File: config.mk
export PLATFORM = sky130hd
export DESIGN_NAME = kf2_div
export DESIGN_NICKNAME = d
export VERILOG_FILES = /design/src/kf2_pkg.sv /design/src/kf2_div.sv
export SDC_FILE = /design/constraint.sdc
export NUM_CORES = 1
export LEC_CHECK = 0
export BUFFER_PORTS_ARGS = -buffer_cell sky130_fd_sc_hd__buf_2
export CORE_MARGIN = 3
export CORE_UTILIZATION = 65
export CTS_BUF_LIST = sky130_fd_sc_hd__clkbuf_16
export DETAILED_ROUTE_END_ITERATION = 16
export GPL_TIMING_DRIVEN = 0
export PLACE_DENSITY = 0.83
export SLEW_MARGIN = 5
export SYNTH_ARGS = -nofsm -noshare
export SYNTH_HDL_FRONTEND = slang
export SYNTH_SLANG_ARGS = --single-unit
File: constraint.sdc
create_clock -name i_clk -period 16.1 [get_ports i_clk]
set_clock_uncertainty 0.1 [all_clocks]
set_input_delay 1.61 -clock i_clk [delete_from_list [all_inputs] [get_ports i_clk]]
set_output_delay 1.61 -clock i_clk [all_outputs]
set_load 0.05 [all_outputs]
File: src/kf2_pkg.sv
// Package for the two-state angle/rate Kalman filter.
// Holds fixed-point widths, register codes, state types and the micro-op table.
// No dependencies; imported by kf2_div and kalman_filter_two_state.
`default_nettype none

package kf2_pkg;

    // Fixed-point format and datapath widths
    localparam int FRAC_BITS  = 16;
    localparam int DATA_W     = 32;
    localparam int PROD_W     = 2 * DATA_W;
    localparam int TS_W       = 17;
    localparam int NOISE_W    = 31;
    localparam int CFG_IDX_W  = 2;
    localparam int CFG_DATA_W = 31;

    // Fixed-point one, and register reset values
    localparam logic [DATA_W-1:0]  FX_ONE        = DATA_W'(64'd1 << FRAC_BITS);
    localparam logic [TS_W-1:0]    TS_RST        = TS_W'(655);
    localparam logic [NOISE_W-1:0] ANGLE_NZ_RST  = NOISE_W'(66);
    localparam logic [NOISE_W-1:0] BIAS_NZ_RST   = NOISE_W'(197);
    localparam logic [NOISE_W-1:0] MEAS_NZ_RST   = NOISE_W'(19661);

    // Configuration register indexes
    typedef enum logic [CFG_IDX_W-1:0] {
        REG_TIME_STEP,
        REG_ANGLE_NOISE,
        REG_BIAS_NOISE,
        REG_MEAS_NOISE
    } t_reg_idx;

    // Operand sources of the shared multiply-accumulate unit
    typedef enum logic [4:0] {
        OPD_X0, OPD_X1,
        OPD_P00, OPD_P01, OPD_P10, OPD_P11,
        OPD_S00, OPD_S11, OPD_TA, OPD_T,
        OPD_Z0, OPD_Z1, OPD_Y0, OPD_Y1,
        OPD_K00, OPD_K01, OPD_K10, OPD_K11,
        OPD_DT, OPD_AN, OPD_BN, OPD_MN, OPD_ONE
    } t_opnd;

    // Write-back destinations
    typedef enum logic [4:0] {
        DST_X0, DST_X1,
        DST_P00, DST_P01, DST_P10, DST_P11,
        DST_S00, DST_S11, DST_TA, DST_T,
        DST_Y0, DST_Y1,
        DST_K00, DST_K01, DST_K10, DST_K11,
        DST_DET
    } t_dst;

    // Micro-op kinds: rounded dot product, determinant, gain division
    typedef enum logic [1:0] {
        KIND_DOT,
        KIND_DET,
        KIND_GAIN
    } t_kind;

    // One micro-op: dst <= A*B +/- C*D
    typedef struct packed {
        t_opnd a;
        t_opnd b;
        t_opnd c;
        t_opnd d;
        logic  sub;
        t_dst  dst;
        t_kind kind;
    } t_uop;

    localparam int NUM_UOPS = 28;
    localparam int UOP_W    = $clog2(NUM_UOPS);
    localparam logic [UOP_W-1:0] UOP_LAST = UOP_W'(NUM_UOPS - 1);

    // Sequencer states
    typedef enum logic [2:0] {
        ST_IDLE,
        ST_MUL_AB,
        ST_MUL_CD,
        ST_ACC,
        ST_WB,
        ST_DIV,
        ST_FIN
    } t_kf_st;

    // Divider states
    typedef enum logic [2:0] {
        DV_IDLE,
        DV_CHK,
        DV_RUN,
        DV_RND,
        DV_OUT
    } t_div_st;

    // Micro-op program: predict, determinant, gains, state update, covariance update
    function automatic t_uop kf2_uop(input logic [UOP_W-1:0] idx);
        t_uop u;
        case (idx)
            // predict
            5'd0:  u = '{OPD_X0,  OPD_ONE, OPD_DT,  OPD_X1,  1'b0, DST_X0,  KIND_DOT};
            5'd1:  u = '{OPD_P00, OPD_ONE, OPD_DT,  OPD_P10, 1'b0, DST_TA,  KIND_DOT};
            5'd2:  u = '{OPD_P01, OPD_ONE, OPD_DT,  OPD_P11, 1'b0, DST_P01, KIND_DOT};
            5'd3:  u = '{OPD_TA,  OPD_ONE, OPD_DT,  OPD_P01, 1'b0, DST_TA,  KIND_DOT};
            5'd4:  u = '{OPD_TA,  OPD_ONE, OPD_AN,  OPD_ONE, 1'b0, DST_P00, KIND_DOT};
            5'd5:  u = '{OPD_P10, OPD_ONE, OPD_DT,  OPD_P11, 1'b0, DST_P10, KIND_DOT};
            5'd6:  u = '{OPD_P11, OPD_ONE, OPD_BN,  OPD_ONE, 1'b0, DST_P11, KIND_DOT};
            // innovation covariance and its determinant
            5'd7:  u = '{OPD_P00, OPD_ONE, OPD_MN,  OPD_ONE, 1'b0, DST_S00, KIND_DOT};
            5'd8:  u = '{OPD_P11, OPD_ONE, OPD_MN,  OPD_ONE, 1'b0, DST_S11, KIND_DOT};
            5'd9:  u = '{OPD_S00, OPD_S11, OPD_P01, OPD_P10, 1'b1, DST_DET, KIND_DET};
            // gains: (P adj(S)) / det
            5'd10: u = '{OPD_P00, OPD_S11, OPD_P01, OPD_P10, 1'b1, DST_K00, KIND_GAIN};
            5'd11: u = '{OPD_P01, OPD_S00, OPD_P00, OPD_P01, 1'b1, DST_K01, KIND_GAIN};
            5'd12: u = '{OPD_P10, OPD_S11, OPD_P11, OPD_P10, 1'b1, DST_K10, KIND_GAIN};
            5'd13: u = '{OPD_P11, OPD_S00, OPD_P10, OPD_P01, 1'b1, DST_K11, KIND_GAIN};
            // innovations and state update
            5'd14: u = '{OPD_Z0,  OPD_ONE, OPD_X0,  OPD_ONE, 1'b1, DST_Y0,  KIND_DOT};
            5'd15: u = '{OPD_Z1,  OPD_ONE, OPD_X1,  OPD_ONE, 1'b1, DST_Y1,  KIND_DOT};
            5'd16: u = '{OPD_K00, OPD_Y0,  OPD_K01, OPD_Y1,  1'b0, DST_T,   KIND_DOT};
            5'd17: u = '{OPD_X0,  OPD_ONE, OPD_T,   OPD_ONE, 1'b0, DST_X0,  KIND_DOT};
            5'd18: u = '{OPD_K10, OPD_Y0,  OPD_K11, OPD_Y1,  1'b0, DST_T,   KIND_DOT};
            5'd19: u = '{OPD_X1,  OPD_ONE, OPD_T,   OPD_ONE, 1'b0, DST_X1,  KIND_DOT};
            // covariance update; new P00/P01 parked in S00/S11 until the end
            5'd20: u = '{OPD_K00, OPD_P00, OPD_K01, OPD_P10, 1'b0, DST_T,   KIND_DOT};
            5'd21: u = '{OPD_P00, OPD_ONE, OPD_T,   OPD_ONE, 1'b1, DST_S00, KIND_DOT};
            5'd22: u = '{OPD_K00, OPD_P01, OPD_K01, OPD_P11, 1'b0, DST_T,   KIND_DOT};
            5'd23: u = '{OPD_P01, OPD_ONE, OPD_T,   OPD_ONE, 1'b1, DST_S11, KIND_DOT};
            5'd24: u = '{OPD_K10, OPD_P00, OPD_K11, OPD_P10, 1'b0, DST_T,   KIND_DOT};
            5'd25: u = '{OPD_P10, OPD_ONE, OPD_T,   OPD_ONE, 1'b1, DST_P10, KIND_DOT};
            5'd26: u = '{OPD_K10, OPD_P01, OPD_K11, OPD_P11, 1'b0, DST_T,   KIND_DOT};
            5'd27: u = '{OPD_P11, OPD_ONE, OPD_T,   OPD_ONE, 1'b1, DST_P11, KIND_DOT};
            default: u = '{OPD_ONE, OPD_ONE, OPD_ONE, OPD_ONE, 1'b0, DST_T, KIND_DOT};
        endcase
        return u;
    endfunction

endpackage

`default_nettype wire

File: src/kf2_div.sv
// Radix-2 restoring divider for the Kalman gains: round(num * 2^FRAC_BITS / den).
// Rounds to nearest with ties away from zero and saturates to 32 bits.
// Depends on kf2_pkg.
`default_nettype none

module kf2_div
    import kf2_pkg::*;
(
    input  wire logic                      i_clk,
    input  wire logic                      i_rst_n,
    input  wire logic                      i_start,
    input  wire logic signed [PROD_W-1:0]  i_num,
    input  wire logic signed [PROD_W-1:0]  i_den,
    output logic                           o_done,
    output logic signed [DATA_W-1:0]       o_quot
);

    localparam int SH    = DATA_W - FRAC_BITS;
    localparam int CNT_W = $clog2(DATA_W);
    localparam logic [DATA_W:0] MAG_CAP = (DATA_W+1)'(1) << (DATA_W - 1);

    t_div_st r_state, n_state;

    logic [PROD_W-1:0]   r_nm;
    logic [PROD_W-1:0]   r_dm;
    logic                r_neg;
    logic [PROD_W-1:0]   r_rem;
    logic [DATA_W-1:0]   r_low;
    logic [DATA_W-1:0]   r_q;
    logic                r_sat;
    logic [CNT_W-1:0]    r_cnt;
    logic [DATA_W:0]     r_mag;
    logic [DATA_W-1:0]   r_quot;
    logic                r_done;

    logic [PROD_W-1:0]   hi_part;
    logic                hi_ovf;
    logic [PROD_W:0]     trial;
    logic                trial_ge;
    logic [PROD_W:0]     trial_diff;
    logic                round_up;
    logic [DATA_W:0]     mag_clamp;

    // Dividend is |num| << FRAC_BITS; its top part decides overflow up front
    always_comb begin
        hi_part    = r_nm >> SH;
        hi_ovf     = (hi_part >= r_dm);
        trial      = {r_rem, r_low[DATA_W-1]};
        trial_ge   = (trial >= {1'b0, r_dm});
        trial_diff = trial - {1'b0, r_dm};
        round_up   = ({r_rem, 1'b0} >= {1'b0, r_dm});
        mag_clamp  = (r_mag > MAG_CAP) ? MAG_CAP : r_mag;
    end

    // Next state
    always_comb begin
        n_state = r_state;
        case (r_state)
            DV_IDLE: if (i_start) begin
                n_state = DV_CHK;
            end
            DV_CHK:  n_state = hi_ovf ? DV_RND : DV_RUN;
            DV_RUN:  if (r_cnt == CNT_W'(DATA_W - 1)) begin
                n_state = DV_RND;
            end
            DV_RND:  n_state = DV_OUT;
            DV_OUT:  n_state = DV_IDLE;
            default: n_state = DV_IDLE;
        endcase
    end

    // State and done pulse
    always_ff @(posedge i_clk) begin
        if (!i_rst_n) begin
            r_state <= DV_IDLE;
            r_done  <= 1'b0;
        end else begin
            r_state <= n_state;
            r_done  <= (r_state == DV_OUT);
        end
    end

    // Datapath: take magnitudes, shift-subtract one quotient bit per cycle, round
    always_ff @(posedge i_clk) begin
        case (r_state)
            DV_IDLE: if (i_start) begin
                r_nm  <= i_num[PROD_W-1] ? PROD_W'(-i_num) : i_num;
                r_dm  <= i_den[PROD_W-1] ? PROD_W'(-i_den) : i_den;
                r_neg <= i_num[PROD_W-1] ^ i_den[PROD_W-1];
            end
            DV_CHK: begin
                r_rem <= hi_part;
                r_low <= DATA_W'(r_nm << FRAC_BITS);
                r_sat <= hi_ovf;
                r_q   <= '0;
                r_cnt <= '0;
            end
            DV_RUN: begin
                r_rem <= trial_ge ? trial_diff[PROD_W-1:0] : trial[PROD_W-1:0];
                r_low <= r_low << 1;
                r_q   <= {r_q[DATA_W-2:0], trial_ge};
                r_cnt <= r_cnt + 1'b1;
            end
            DV_RND: begin
                r_mag <= r_sat ? MAG_CAP : ({1'b0, r_q} + (DATA_W+1)'(round_up));
            end
            DV_OUT: begin
                if (r_neg) begin
                    r_quot <= DATA_W'(-mag_clamp);
                end else if (mag_clamp == MAG_CAP) begin
                    r_quot <= {1'b0, {(DATA_W-1){1'b1}}};
                end else begin
                    r_quot <= mag_clamp[DATA_W-1:0];
                end
            end
            default: ;
        endcase
    end

    assign o_done = r_done;
    assign o_quot = r_quot;

endmodule

`default_nettype wire

Yosys cells after proc, flatten, opt, wreduce, memory -nomap -nowiden
Cells that the tools add are included.
W data, S select, Z words.

word-level totals
  bits in latches = 0
  memories kept = 0
  RAM bits = 0
  bits of input ports = 131
  bits in registers = 332
  bits in read-only memories = 0
  output and inout bits = 33
  logic and storage cells = 51

cells by class
  magnitude comparators = 4
  reduce and logical (&&, ||, !) cells = 4
  multipliers = 0
  add/sub/neg operators = 6
  bitwise logic cells = 1
  multiplexer cells = 14
  div/mod/pow operators = 0
  eq/ne operators = 8
  shifts and indexed selects = 0

operator list
  operator                number
  $ge A65 B64 Y1          2
  $neg A64 Y64            2
  $pmux W32 S2            2
  $pmux W64 S2            1
  $mux W63                2
  $ge A48 B64 Y1          1
  $mux W32                2
  $mux W64                1
  $sub A64 B64 Y64        1
  $add A32 B1 Y33         1
  $eq A33 B32 Y1 const B  1
  $gt A33 B32 Y1 const B  1
  $mux W33                1
  $neg A32 Y32            1
  $pmux W3 S4             1
  $pmux W5 S2             1
  $eq A3 B2 Y1 const B    2
  $mux W3                 2
  $add A5 B1 Y5 const B   1
  $eq A5 B5 Y1 const B    1
  $ne A2 B2 Y1 const B    2
  $reduce_and A2 Y1       2
  $eq A3 B1 Y1 const B    1
  $eq A3 B3 Y1 const B    1
  4 further kinds         4

Logic depth before layout (Yosys ltp)
Gate-level depths: netlist of the first run.

  depth after elaboration = 5
  gate-level depth with buffers = 20
  depth with buffers taken out = 17

Worst setup path before layout of the first run
No wires, ideal clock.

  path type = register to register
  start = register r_state[0]
  end = register r_cnt[0] (enable)
  required time = 15245 ps
  cell stages (with the launch flop) = 4
  buffers on the path = 1
  period minus slack after synthesis = 9662 ps
  arrival = 8807 ps
  library setup time = 755 ps
  setup slack = 6438 ps
  cells stage by stage = dfxtp_1 clkbuf_1 nand2_1 o21ai_0

on the way
  word-level cells in the longest chain between the ends = 2
  elaborated cells on any way between the ends = 3
  those cells by class = eq/ne: 2; reduce/logical: 1

ends and longest elaborated chain
  what                                          line            source
  start: declaration                            kf2_div.sv:22   t_div_st r_state, n_state;
  start signal: assignment                      kf2_div.sv:78   r_state <= n_state;
  $eq A3 B2 Y1 or $eq A3 B1 Y1 (tied branches)  kf2_div.sv:85   case (r_state)
  $reduce_bool A2 Y1 (no line) *                -
  end signal: assignment                        kf2_div.sv:102  r_cnt <= r_cnt + 1'b1;
  end: declaration                              kf2_div.sv:31   logic [CNT_W-1:0] r_cnt;

Mark *: on every way between the ends. The rest lies on a longest branch, timed or not.
A chain may end at the register's enable or synchronous reset.

Worst setup path in the final report of the first run
  start = input port i_num[9]
  end = register r_nm[61], data pin

on the way
  word-level cells in the longest chain between the ends = 2

ends and longest elaborated chain
  what                    line           source
  start: declaration      kf2_div.sv:12  input wire logic signed [PROD_W-1:0] i_num,
  $neg A64 Y64            kf2_div.sv:87  r_nm <= i_num[PROD_W-1] ? PROD_W'(-i_num) : i_num;
  $mux W63                kf2_div.sv:87
  end signal: assignment  kf2_div.sv:87
  end: declaration        kf2_div.sv:24  logic [PROD_W-1:0] r_nm;

Every way passes these cells.

==> results.json, run 1 <==
{
  "ys_seq_area_share_pct": 45.5,
  "final_max_slew_viol_count": 0,
  "cts_max_level": 2,
  "diodes": 0,
  "pin_count": 164,
  "synth_seq_cells": 316,
  "vias": 18102,
  "synth_cell_types": 76,
  "worstSetupPathType": "primary input to flop",
  "slowest_stage": "nor2b_1",
  "crit_path_max_incr_delay_ps": 640,
  "cp-start-kind": "primary input",
  "ant_nets": 0,
  "swShare_pct": 31.0,
  "synth_area_mm2": 0.0208,
  "clkPwrFrac_pct": 33.2,
  "ctsResizeCount": 0,
  "status": "finished, final reports clean",
  "syn_area_per_cell_um2": 9.71,
  "port_buffers": 161,
  "clock-sinks": 316,
  "wire_per_inst_um": 21.8,
  "synth_fp_nets": 2389,
  "drt_wl_total_mm": 60.3,
  "required_ps": 16240,
  "cp_data_arrival_time_ps": 5540,
  "seq_power_share_pct": 41.4,
  "crit_top_cell": "buf_2",
  "pre_cts_slack_ps": 10230,
  "end_kind": "flop",
  "grt_antenna_before_repair": 0,
  "cts_tree": "built",
  "drc": 0,
  "cts_buffers": 35,
  "die-area_mm2": 0.0341,
  "place_congestion": 0.985,
  "cp-startpoint": "i_num[9]",
  "grt_max_degree": 64,
  "dpl_cell_area_mm2": 0.0223,
  "clkSlewWorstSetupHoldPaths_ps": 60,
  "power_mw": 2.49,
  "setup_viol": 0,
  "worstHoldPathType": "flop to flop",
  "die_h_um": 185,
  "tns_ps": 0,
  "dpl.cell_count": 2704,
  "max_freq_mhz": 185,
  "drt_first_pass_iters": 6,
  "grt_pass1_vias": 17643,
  "clock_latency_ps": 530,
  "yosysWarnings": 0,
  "p_leak_nw": 9.05,
  "crit_buf_inv": 2,
  "grt-ovfl-total": 0,
  "p_per_area_mw_per_mm2": 106,
  "drv_cap": 0,
  "nNetsFinal": 2596,
  "p_switching_mw": 0.773,
  "fillers": 2133,
  "period_share_pct": 33.5,
  "hp-start": "r_nm[2]",
  "avgViaCountPerCell": 6.54,
  "worstMarginPinSlew_ps": 1180,
  "grt_setup_unrepaired": "false",
  "async_flop_share_pct": 0,
  "path_delay_family": "simple AND/OR/NAND/NOR gates",
  "design_area_mm2": 0.0234,
  "synth-edff-count": 312,
  "max_slew_margin_pct": 19.6,
  "r2r_start": "r_mag[3]",
  "area_delta_synth_final_pct": 12.8,
  "core_area_mm2": 0.0311,
  "post_route_cells_drive_above_1_share_pct": 10.6,
  "cts_hold_buf": 0,
  "irDropWorstVdd_mv": 0.0841,
  "drt_iter0_drc": 1652,
  "fin_cells": 2766,
  "fin_ws_ps": 10700,
  "synthFlopType": "edfxtp_1",
  "p_int_mw": 1.72,
  "rows": 64,
  "cp_cell_sequence": "buf_2, or4_4, nor4_4, nor2b_1, nand4_1, or2_4, or3_1, buf_2, or3_4, o41ai_2, xnor2_1",
  "syn_inst": 2138,
  "hpwl_mm": 45.7,
  "die_x_um": 185,
  "hold_viol": 0,
  "finalCriticalPeriod_ps": 5400,
  "cts_setup_buffers": 0,
  "comb_power_share_pct": 25.5,
  "track_usage_pct": 35.0,
  "grt_pass1_wl_mm": 94.0,
  "clock_path_buffers": 3,
  "initial_core_util_pct": 66.8,
  "root_buffer": "clkbuf_16",
  "crit_fanout": 7
}
registers in the layout, summed over array words and instances (netlist names):
signal / cells
r_state: 3
r_sat: 1
r_low: 16
r_cnt: 5
o_done: 1
r_q: 32
o_quot: 32
r_rem: 64
r_neg: 1
r_mag: 33
r_dm: 64
r_nm: 64
layout make-up:
class                      instances  area, um^2  share of cell area [%]
tap                              396         495                    2.12
multi-input combinational       1620       10600                    45.2
clock buffer                      37         926                    3.95
timing repair buffer             170         960                    4.10
sequential                       316        9450                    40.3
inverter                         104         390                    1.67
buffer                            98         369                    1.58
clock inverter                    25         241                    1.03
power groups by stage:
stage	sequential [mW]	clock, mW	combinational [mW]
finish	1.03	0.827	0.634
global route	1.04	0.858	0.694
global placement	1.06	0	0.582
floorplan	1.05	0	0.427
CTS	1.03	0.827	0.619
detailed placement	1.04	0	0.610
worst register-to-register path, delay by kind of cell, from the launching register on:
family | cells | cell delay (ps)
flops | 1 | 480
fa+ha+maj | 1 | 300
compound gates | 6 | 1650
simple gates | 6 | 1690
buf+inv | 2 | 980
cells in the mapped netlist (36+ instances only):
cell type	n	area share (%)
ha_1	119	7.2
edfxtp_1	312	45
xnor2_1	168	7.1
inv_1	103	1.9
a21o_1	51	1.8
nand2_1	267	4.8
o31ai_1	43	1.6
a21oi_1	130	3.1
o21ai_0	152	3.7
nand3_1	42	1.0
or3_1	36	1.1
xor2_1	52	2.2
a31oi_1	44	1.3
nor2_1	141	2.5
clkbuf_1	89	1.6
and3_1	47	1.4
logic make-up (layout without fill, tap and decap cells):
family	count (synthesis)	count (layout)	share of synthesized area [%]
and+or+nand+nor	703	703	16.5
AOI/OAI and AO/OA	571	571	17.5
DFF	316	316	45.5
xor gates and xnor gates	220	220	9.28
buffers and inverters	202	434	3.66
adders and majority gates	120	120	7.27
muxes	6	6	0.289
path summary, 6_finish.rpt:
path / slack (ps) / depth (start not counted) / end
max reg2reg: 10720 / 15 / o_quot[16]
min: 410 / 2 / r_low[18]
max: 10700 / 11 / r_nm[61]
min reg2reg: 410 / 2 / r_low[18]
metal layers:
| metal | vias to the layer above | wire length, um | GRT usage [%] |
|---|---|---|---|
| li1 | 8338 | - | - |
| met1 | 8577 | 22900 | 43.2 |
| met2 | 985 | 28900 | 59.8 |
| met3 | 202 | 5370 | 6.16 |
| met4 | 0 | 3150 | 17.0 |
| met5 | - | 0 | 0 |
per-stage QoR:
step	util, %	hold slack, ps
global route	75.4	424
global placement	71.0	391
floorplan	-	384
finish	75.4	414
CTS	75.4	414
detailed placement	71.6	399
placed cells by master (no fill, tap or decap), types with 37 or more instances in the layout:
cell type | synthesis | final
a21o_1 | 51 | 51
a21oi_1 | 130 | 130
a31oi_1 | 44 | 44
and3_1 | 47 | 46
buf_2 | 1 | 162
clkbuf_1 | 89 | 89
clkbuf_16 | 0 | 37
edfxtp_1 | 312 | 312
ha_1 | 119 | 119
inv_1 | 103 | 113
nand2_1 | 267 | 267
nand3_1 | 42 | 42
nor2_1 | 141 | 140
o21ai_0 | 152 | 151
o31ai_1 | 43 | 43
xnor2_1 | 168 | 168
xor2_1 | 52 | 52
Note: power is estimated with default switching activity, not from simulation.
==> run 2, diff against run 1 <==
- CORE_UTILIZATION: 65 -> 62
- PLACE_DENSITY: 0.83 -> 0.8
- clock period: 16.1 -> 5.65 ns (I/O delays scaled with it)
==> run 2 against run 1 <==
Worst setup slack worse by 10000 ps. Sequential power grew to 2.9 times the previous value. Routed wire length is 4.0% lower. Cell count is 1.8% higher. Clock-buffer cell count is 1 lower. Cell area is 0.11% higher. Via count is 3.0% lower. Clock power grew to 2.7 times the previous value.
==> results.json, run 2 (synthesis results as in run 1) <==
{
  "drt_first_pass_iters": 5,
  "drc": 0,
  "grt-ovfl-total": 0,
  "p_leak_nw": 9.02,
  "cts_tree": "built",
  "required_ps": 5880,
  "nNetsFinal": 2597,
  "p_switching_mw": 2.18,
  "swShare_pct": 31.5,
  "status": "finished, final reports clean",
  "grt_pass1_wl_mm": 90.7,
  "initial_core_util_pct": 63.4,
  "hold_depth": 1,
  "ant_nets": 0,
  "cp_cell_sequence": "or3_1, or4_1, nor3_1, nand3_1, o31ai_1, clkbuf_1, clkbuf_2, nand2_1, ha_1, o21ai_0, a21o_1, a21oi_1, o21bai_1, a32oi_1",
  "max_slew_margin_pct": 4.75,
  "die_h_um": 189,
  "pin_count": 164,
  "ctsResizeCount": 0,
  "port_buffers": 161,
  "seq_power_share_pct": 42.4,
  "slowest_stage": "or4_1",
  "hold_viol": 0,
  "r2r_cells": 14,
  "p_int_mw": 4.75,
  "design_area_mm2": 0.0235,
  "rows": 66,
  "grt_setup_unrepaired": "false",
  "path_delay_family": "compound AO/OA/AOI/OAI gates",
  "hpwl_mm": 44.9,
  "setup_viol": 0,
  "power_mw": 6.93,
  "diodes": 0,
  "crit_buf_inv": 2,
  "crit_path_max_incr_delay_ps": 470,
  "clock_path_buffers": 3,
  "crit_fanout": 10,
  "vias": 17563,
  "worstSetupPathType": "flop to flop",
  "cts_buffers": 35,
  "cp.depth": 14,
  "worstHoldPathType": "primary input to flop",
  "clock-sinks": 316,
  "track_usage_pct": 32.0,
  "cp-start-kind": "flop",
  "dpl_cell_area_mm2": 0.0223,
  "worstMarginPinSlew_ps": 1390,
  "clkPwrFrac_pct": 31.7,
  "grt_antenna_before_repair": 1,
  "pre_cts_slack_ps": 287,
  "p_per_area_mw_per_mm2": 296,
  "max_freq_mhz": 191,
  "cts_max_level": 2,
  "irDropWorstVdd_mv": 0.315,
  "grt_max_degree": 73,
  "cts_hold_buf": 0,
  "final_max_slew_viol_count": 0,
  "die_x_um": 189,
  "whs_ps": 154,
  "core_area_mm2": 0.0328,
  "wire_per_inst_um": 20.6,
  "comb_power_share_pct": 25.9,
  "clock_latency_ps": 530,
  "period_share_pct": 92.6,
  "post_route_cells_drive_above_1_share_pct": 10.8,
  "area_delta_synth_final_pct": 12.9,
  "avgViaCountPerCell": 6.24,
  "final_common_cell": "edfxtp_1",
  "end_kind": "flop",
  "drv_cap": 0,
  "grt_pass1_vias": 16950,
  "root_buffer": "clkbuf_16",
  "final_cell_mix": "312 x edfxtp_1, 267 x nand2_1, 168 x xnor2_1, 162 x buf_2, 151 x o21ai_0",
  "place_congestion": 0.954,
  "drt_iter0_drc": 1390,
  "cts_setup_buffers": 0,
  "finalCriticalPeriod_ps": 5230,
  "clkSlewWorstSetupHoldPaths_ps": 60,
  "reg_top3": "r_dm (64), r_nm (64), r_rem (64)",
  "die-area_mm2": 0.0357,
  "cp_data_arrival_time_ps": 5460,
  "drt_wl_total_mm": 57.9,
  "fin_ws_ps": 420
}
[run 2: power groups by stage]
stage / logic (mW) / registers [mW] / clock network, mW
finish: 1.80 / 2.94 / 2.20
global route: 1.97 / 2.95 / 2.32
CTS: 1.76 / 2.94 / 2.21
detailed placement: 1.74 / 2.98 / 0
global placement: 1.67 / 3.00 / 0
floorplan: 1.22 / 2.97 / 0
[run 2: per-stage QoR]
step / util [%] / TNS [ps] / instances
2_1_floorplan: - / 0 / 2138
3_5_place_dp: 68.2 / 0 / 2751
6_report: 71.5 / 0 / 2815
4_1_cts: 71.5 / 0 / 2815
3_3_place_gp: 67.5 / -52570 / 2741
5_1_grt: 71.5 / 0 / 2815
[run 2: final timing paths]
kind	startpoint	endpoint	slack, ps
setup / recovery	r_mag[10]	o_quot[22]	420
hold / removal	i_num[0]	r_nm[0]	150
setup reg to reg	r_mag[10]	o_quot[22]	420
hold reg to reg	r_low[27]	r_low[28]	410
[run 2: layer usage]
metal	vias to the layer above	share of wire, %	global-route usage, %
li1	8338	-	-
met1	8333	42	43.0
met2	773	47	53.5
met3	119	7.8	4.50
met4	0	3.5	11.2
met5	-	0	0
[run 2: worst register-to-register path, stage by stage, from the launching register on]
cell and delay [ps]:
edfxtp_1 430, or3_1 460, or4_1 470, nor3_1 380, nand3_1 240, o31ai_1 360
clkbuf_1 460, clkbuf_2 360, nand2_1 130, ha_1 280, o21ai_0 300, a21o_1 280
a21oi_1 290, o21bai_1 250, a32oi_1 230
[run 2: layout make-up]
class | instances | area [um^2]
buffer | 98 | 372
sequential | 316 | 9450
timing repair buffer | 171 | 997
clock inverter | 28 | 199
clock buffer | 36 | 901
tap | 442 | 553
fill | 2406 | 9330
inverter | 104 | 390
multi-input combinational | 1620 | 10600
==> run 3, diff against run 2 <==
- CTS_BUF_LIST: sky130_fd_sc_hd__clkbuf_16 -> unset
- RECOVER_POWER: unset -> 100
==> run 3 against run 2 <==
Clock-buffer cell count rose by 7. Cell count unchanged. Flip-flop and latch count did not move. Critical path type unchanged. Critical path depth unchanged. Power decreased by 0.12%. Worst setup slack lost 20 ps. Fmax decreased by 0.38%. The flow now finishes with violations (capacitance limit, slew limit).
==> results.json, run 3 (synthesis results as in run 1) <==
{
  "status": "finished with violations",
  "pin_count": 164,
  "hp-start": "i_num[0]",
  "place_congestion": 0.954,
  "cts_setup_buffers": 0,
  "cts_tree": "built",
  "ctsResizeCount": 0,
  "wire_per_inst_um": 20.6,
  "irDropWorstVdd_mv": 0.314,
  "ant_nets": 0,
  "port_buffers": 161,
  "die_x_um": 189,
  "die_h_um": 189,
  "drt_wl_total_mm": 58.1,
  "clock_latency_ps": 530,
  "avgViaCountPerCell": 6.24,
  "grt_max_degree": 73,
  "cp-start-kind": "flop",
  "area_delta_synth_final_pct": 11.5,
  "crit_fanout": 10,
  "max_slew_margin_pct": -87.2,
  "p_leak_nw": 8.77,
  "rows": 66,
  "core_area_mm2": 0.0328,
  "r2r_cells": 14,
  "clkSlewWorstSetupHoldPaths_ps": 60,
  "holdPathEnd": "r_nm[0]",
  "r2r_end": "o_quot[22]",
  "worstSetupPathType": "flop to flop",
  "root_buffer": "clkbuf_16",
  "max_freq_mhz": 190,
  "grt_setup_unrepaired": "false",
  "nNetsFinal": 2597,
  "grt_pass1_wl_mm": 90.7,
  "drv_cap": 3,
  "whs_ps": 195,
  "worstHoldPathType": "primary input to flop",
  "finalCriticalPeriod_ps": 5250,
  "cp_data_arrival_time_ps": 5480,
  "failed_checks": "capacitance limit, slew limit",
  "track_usage_pct": 32.0,
  "worstMarginPinSlew_ps": 2810,
  "p_per_area_mw_per_mm2": 299,
  "grt_pass1_vias": 16950,
  "vias": 17558,
  "cts_max_level": 2,
  "clock-sinks": 316,
  "drc": 0,
  "period_share_pct": 92.9,
  "post_route_cells_drive_above_1_share_pct": 8.09,
  "drt_iter0_drc": 1455,
  "cts_hold_buf": 0,
  "tns_ps": 0,
  "r2r_start": "r_mag[10]",
  "hold_depth": 1,
  "clock_path_buffers": 3,
  "fin_ws_ps": 401,
  "rrSetupSlack_ps": 400,
  "fillers": 2473,
  "diodes": 0,
  "final_max_slew_viol_count": 104,
  "grt-ovfl-total": 0,
  "grt_antenna_before_repair": 1,
  "die-area_mm2": 0.0357,
  "pre_cts_slack_ps": 287,
  "reg_top3": "r_dm (64), r_nm (64), r_rem (64)",
  "hpwl_mm": 44.9,
  "cts_buffers": 35,
  "drt_first_pass_iters": 7,
  "end_kind": "flop",
  "initial_core_util_pct": 63.4,
  "final_cell_mix": "312 x edfxtp_1, 267 x nand2_1, 168 x xnor2_1, 152 x o21ai_0, 149 x clkbuf_1",
  "setup_viol": 0,
  "hold_viol": 0,
  "final_common_cell": "edfxtp_1",
  "required_ps": 5880
}
-- run 3: cell count changes in the layout (fill, tap and decap cells not counted), sizes merged --
cell and change:
clkbuf +64, buf -57, inv -7
-- run 3: power breakdown --
| group | switching [mW] | internal, mW | leakage (nW) |
|---|---|---|---|
| registers | 0.108 | 2.84 | 2.98 |
| clock network | 0.947 | 1.27 | 0.532 |
| logic | 1.13 | 0.633 | 5.26 |
-- run 3: worst max-delay path, stage by stage, from the launching register on --
cell,delay (ps)
edfxtp_1,440
or3_1,460
or4_1,470
nor3_1,370
nand3_1,240
o31ai_1,360
clkbuf_1,460
clkbuf_2,380
nand2_1,130
ha_1,280
o21ai_0,300
a21o_1,280
a21oi_1,290
o21bai_1,250
a32oi_1,240
-- run 3: worst max path at each step --
stage	from	endpoint	slack [ps]	depth (start not counted)
final	r_mag[10]	o_quot[22]	400	14
after floorplan	r_state[0]	r_dm[0]	1090	4
after global placement	r_state[0]	r_dm[12]	-440	4
after detailed placement	r_mag[10]	o_quot[22]	290	14
after CTS	r_mag[10]	o_quot[22]	270	14
after global routing	r_mag[10]	o_quot[22]	100	14
-- run 3: cell type report --
| cell class | count | area [um^2] | share of cell area, % |
|---|---|---|---|
| flip-flops and latches | 316 | 9450 | 40.8 |
| inverters | 104 | 390 | 1.69 |
| well taps | 442 | 553 | 2.39 |
| clock inverters | 21 | 173 | 0.746 |
| multi-input cells | 1620 | 10500 | 45.3 |
| repair buffers | 171 | 800 | 3.45 |
| plain buffers | 98 | 370 | 1.60 |
| clock buffers | 43 | 927 | 4.00 |
-- run 3: layer usage --
layer,global-route usage (%),share of wire (%),up-vias
li1,-,-,8352
met1,43.0,42,8334
met2,53.5,47,766
met3,4.50,8.0,106
met4,11.2,3.4,0
met5,0,0,-
-- run 3: through the flow --
stage	instances	utilization, %	area, um^2	power [mW]
3_5_place_dp	2751	68.2	22300	4.72
6_report	2815	70.6	23200	6.92
5_1_grt	2815	70.6	23200	7.23
4_1_cts	2815	71.5	23400	6.92
2_1_floorplan	2138	-	20800	4.18
3_3_place_gp	2741	67.5	22100	4.68
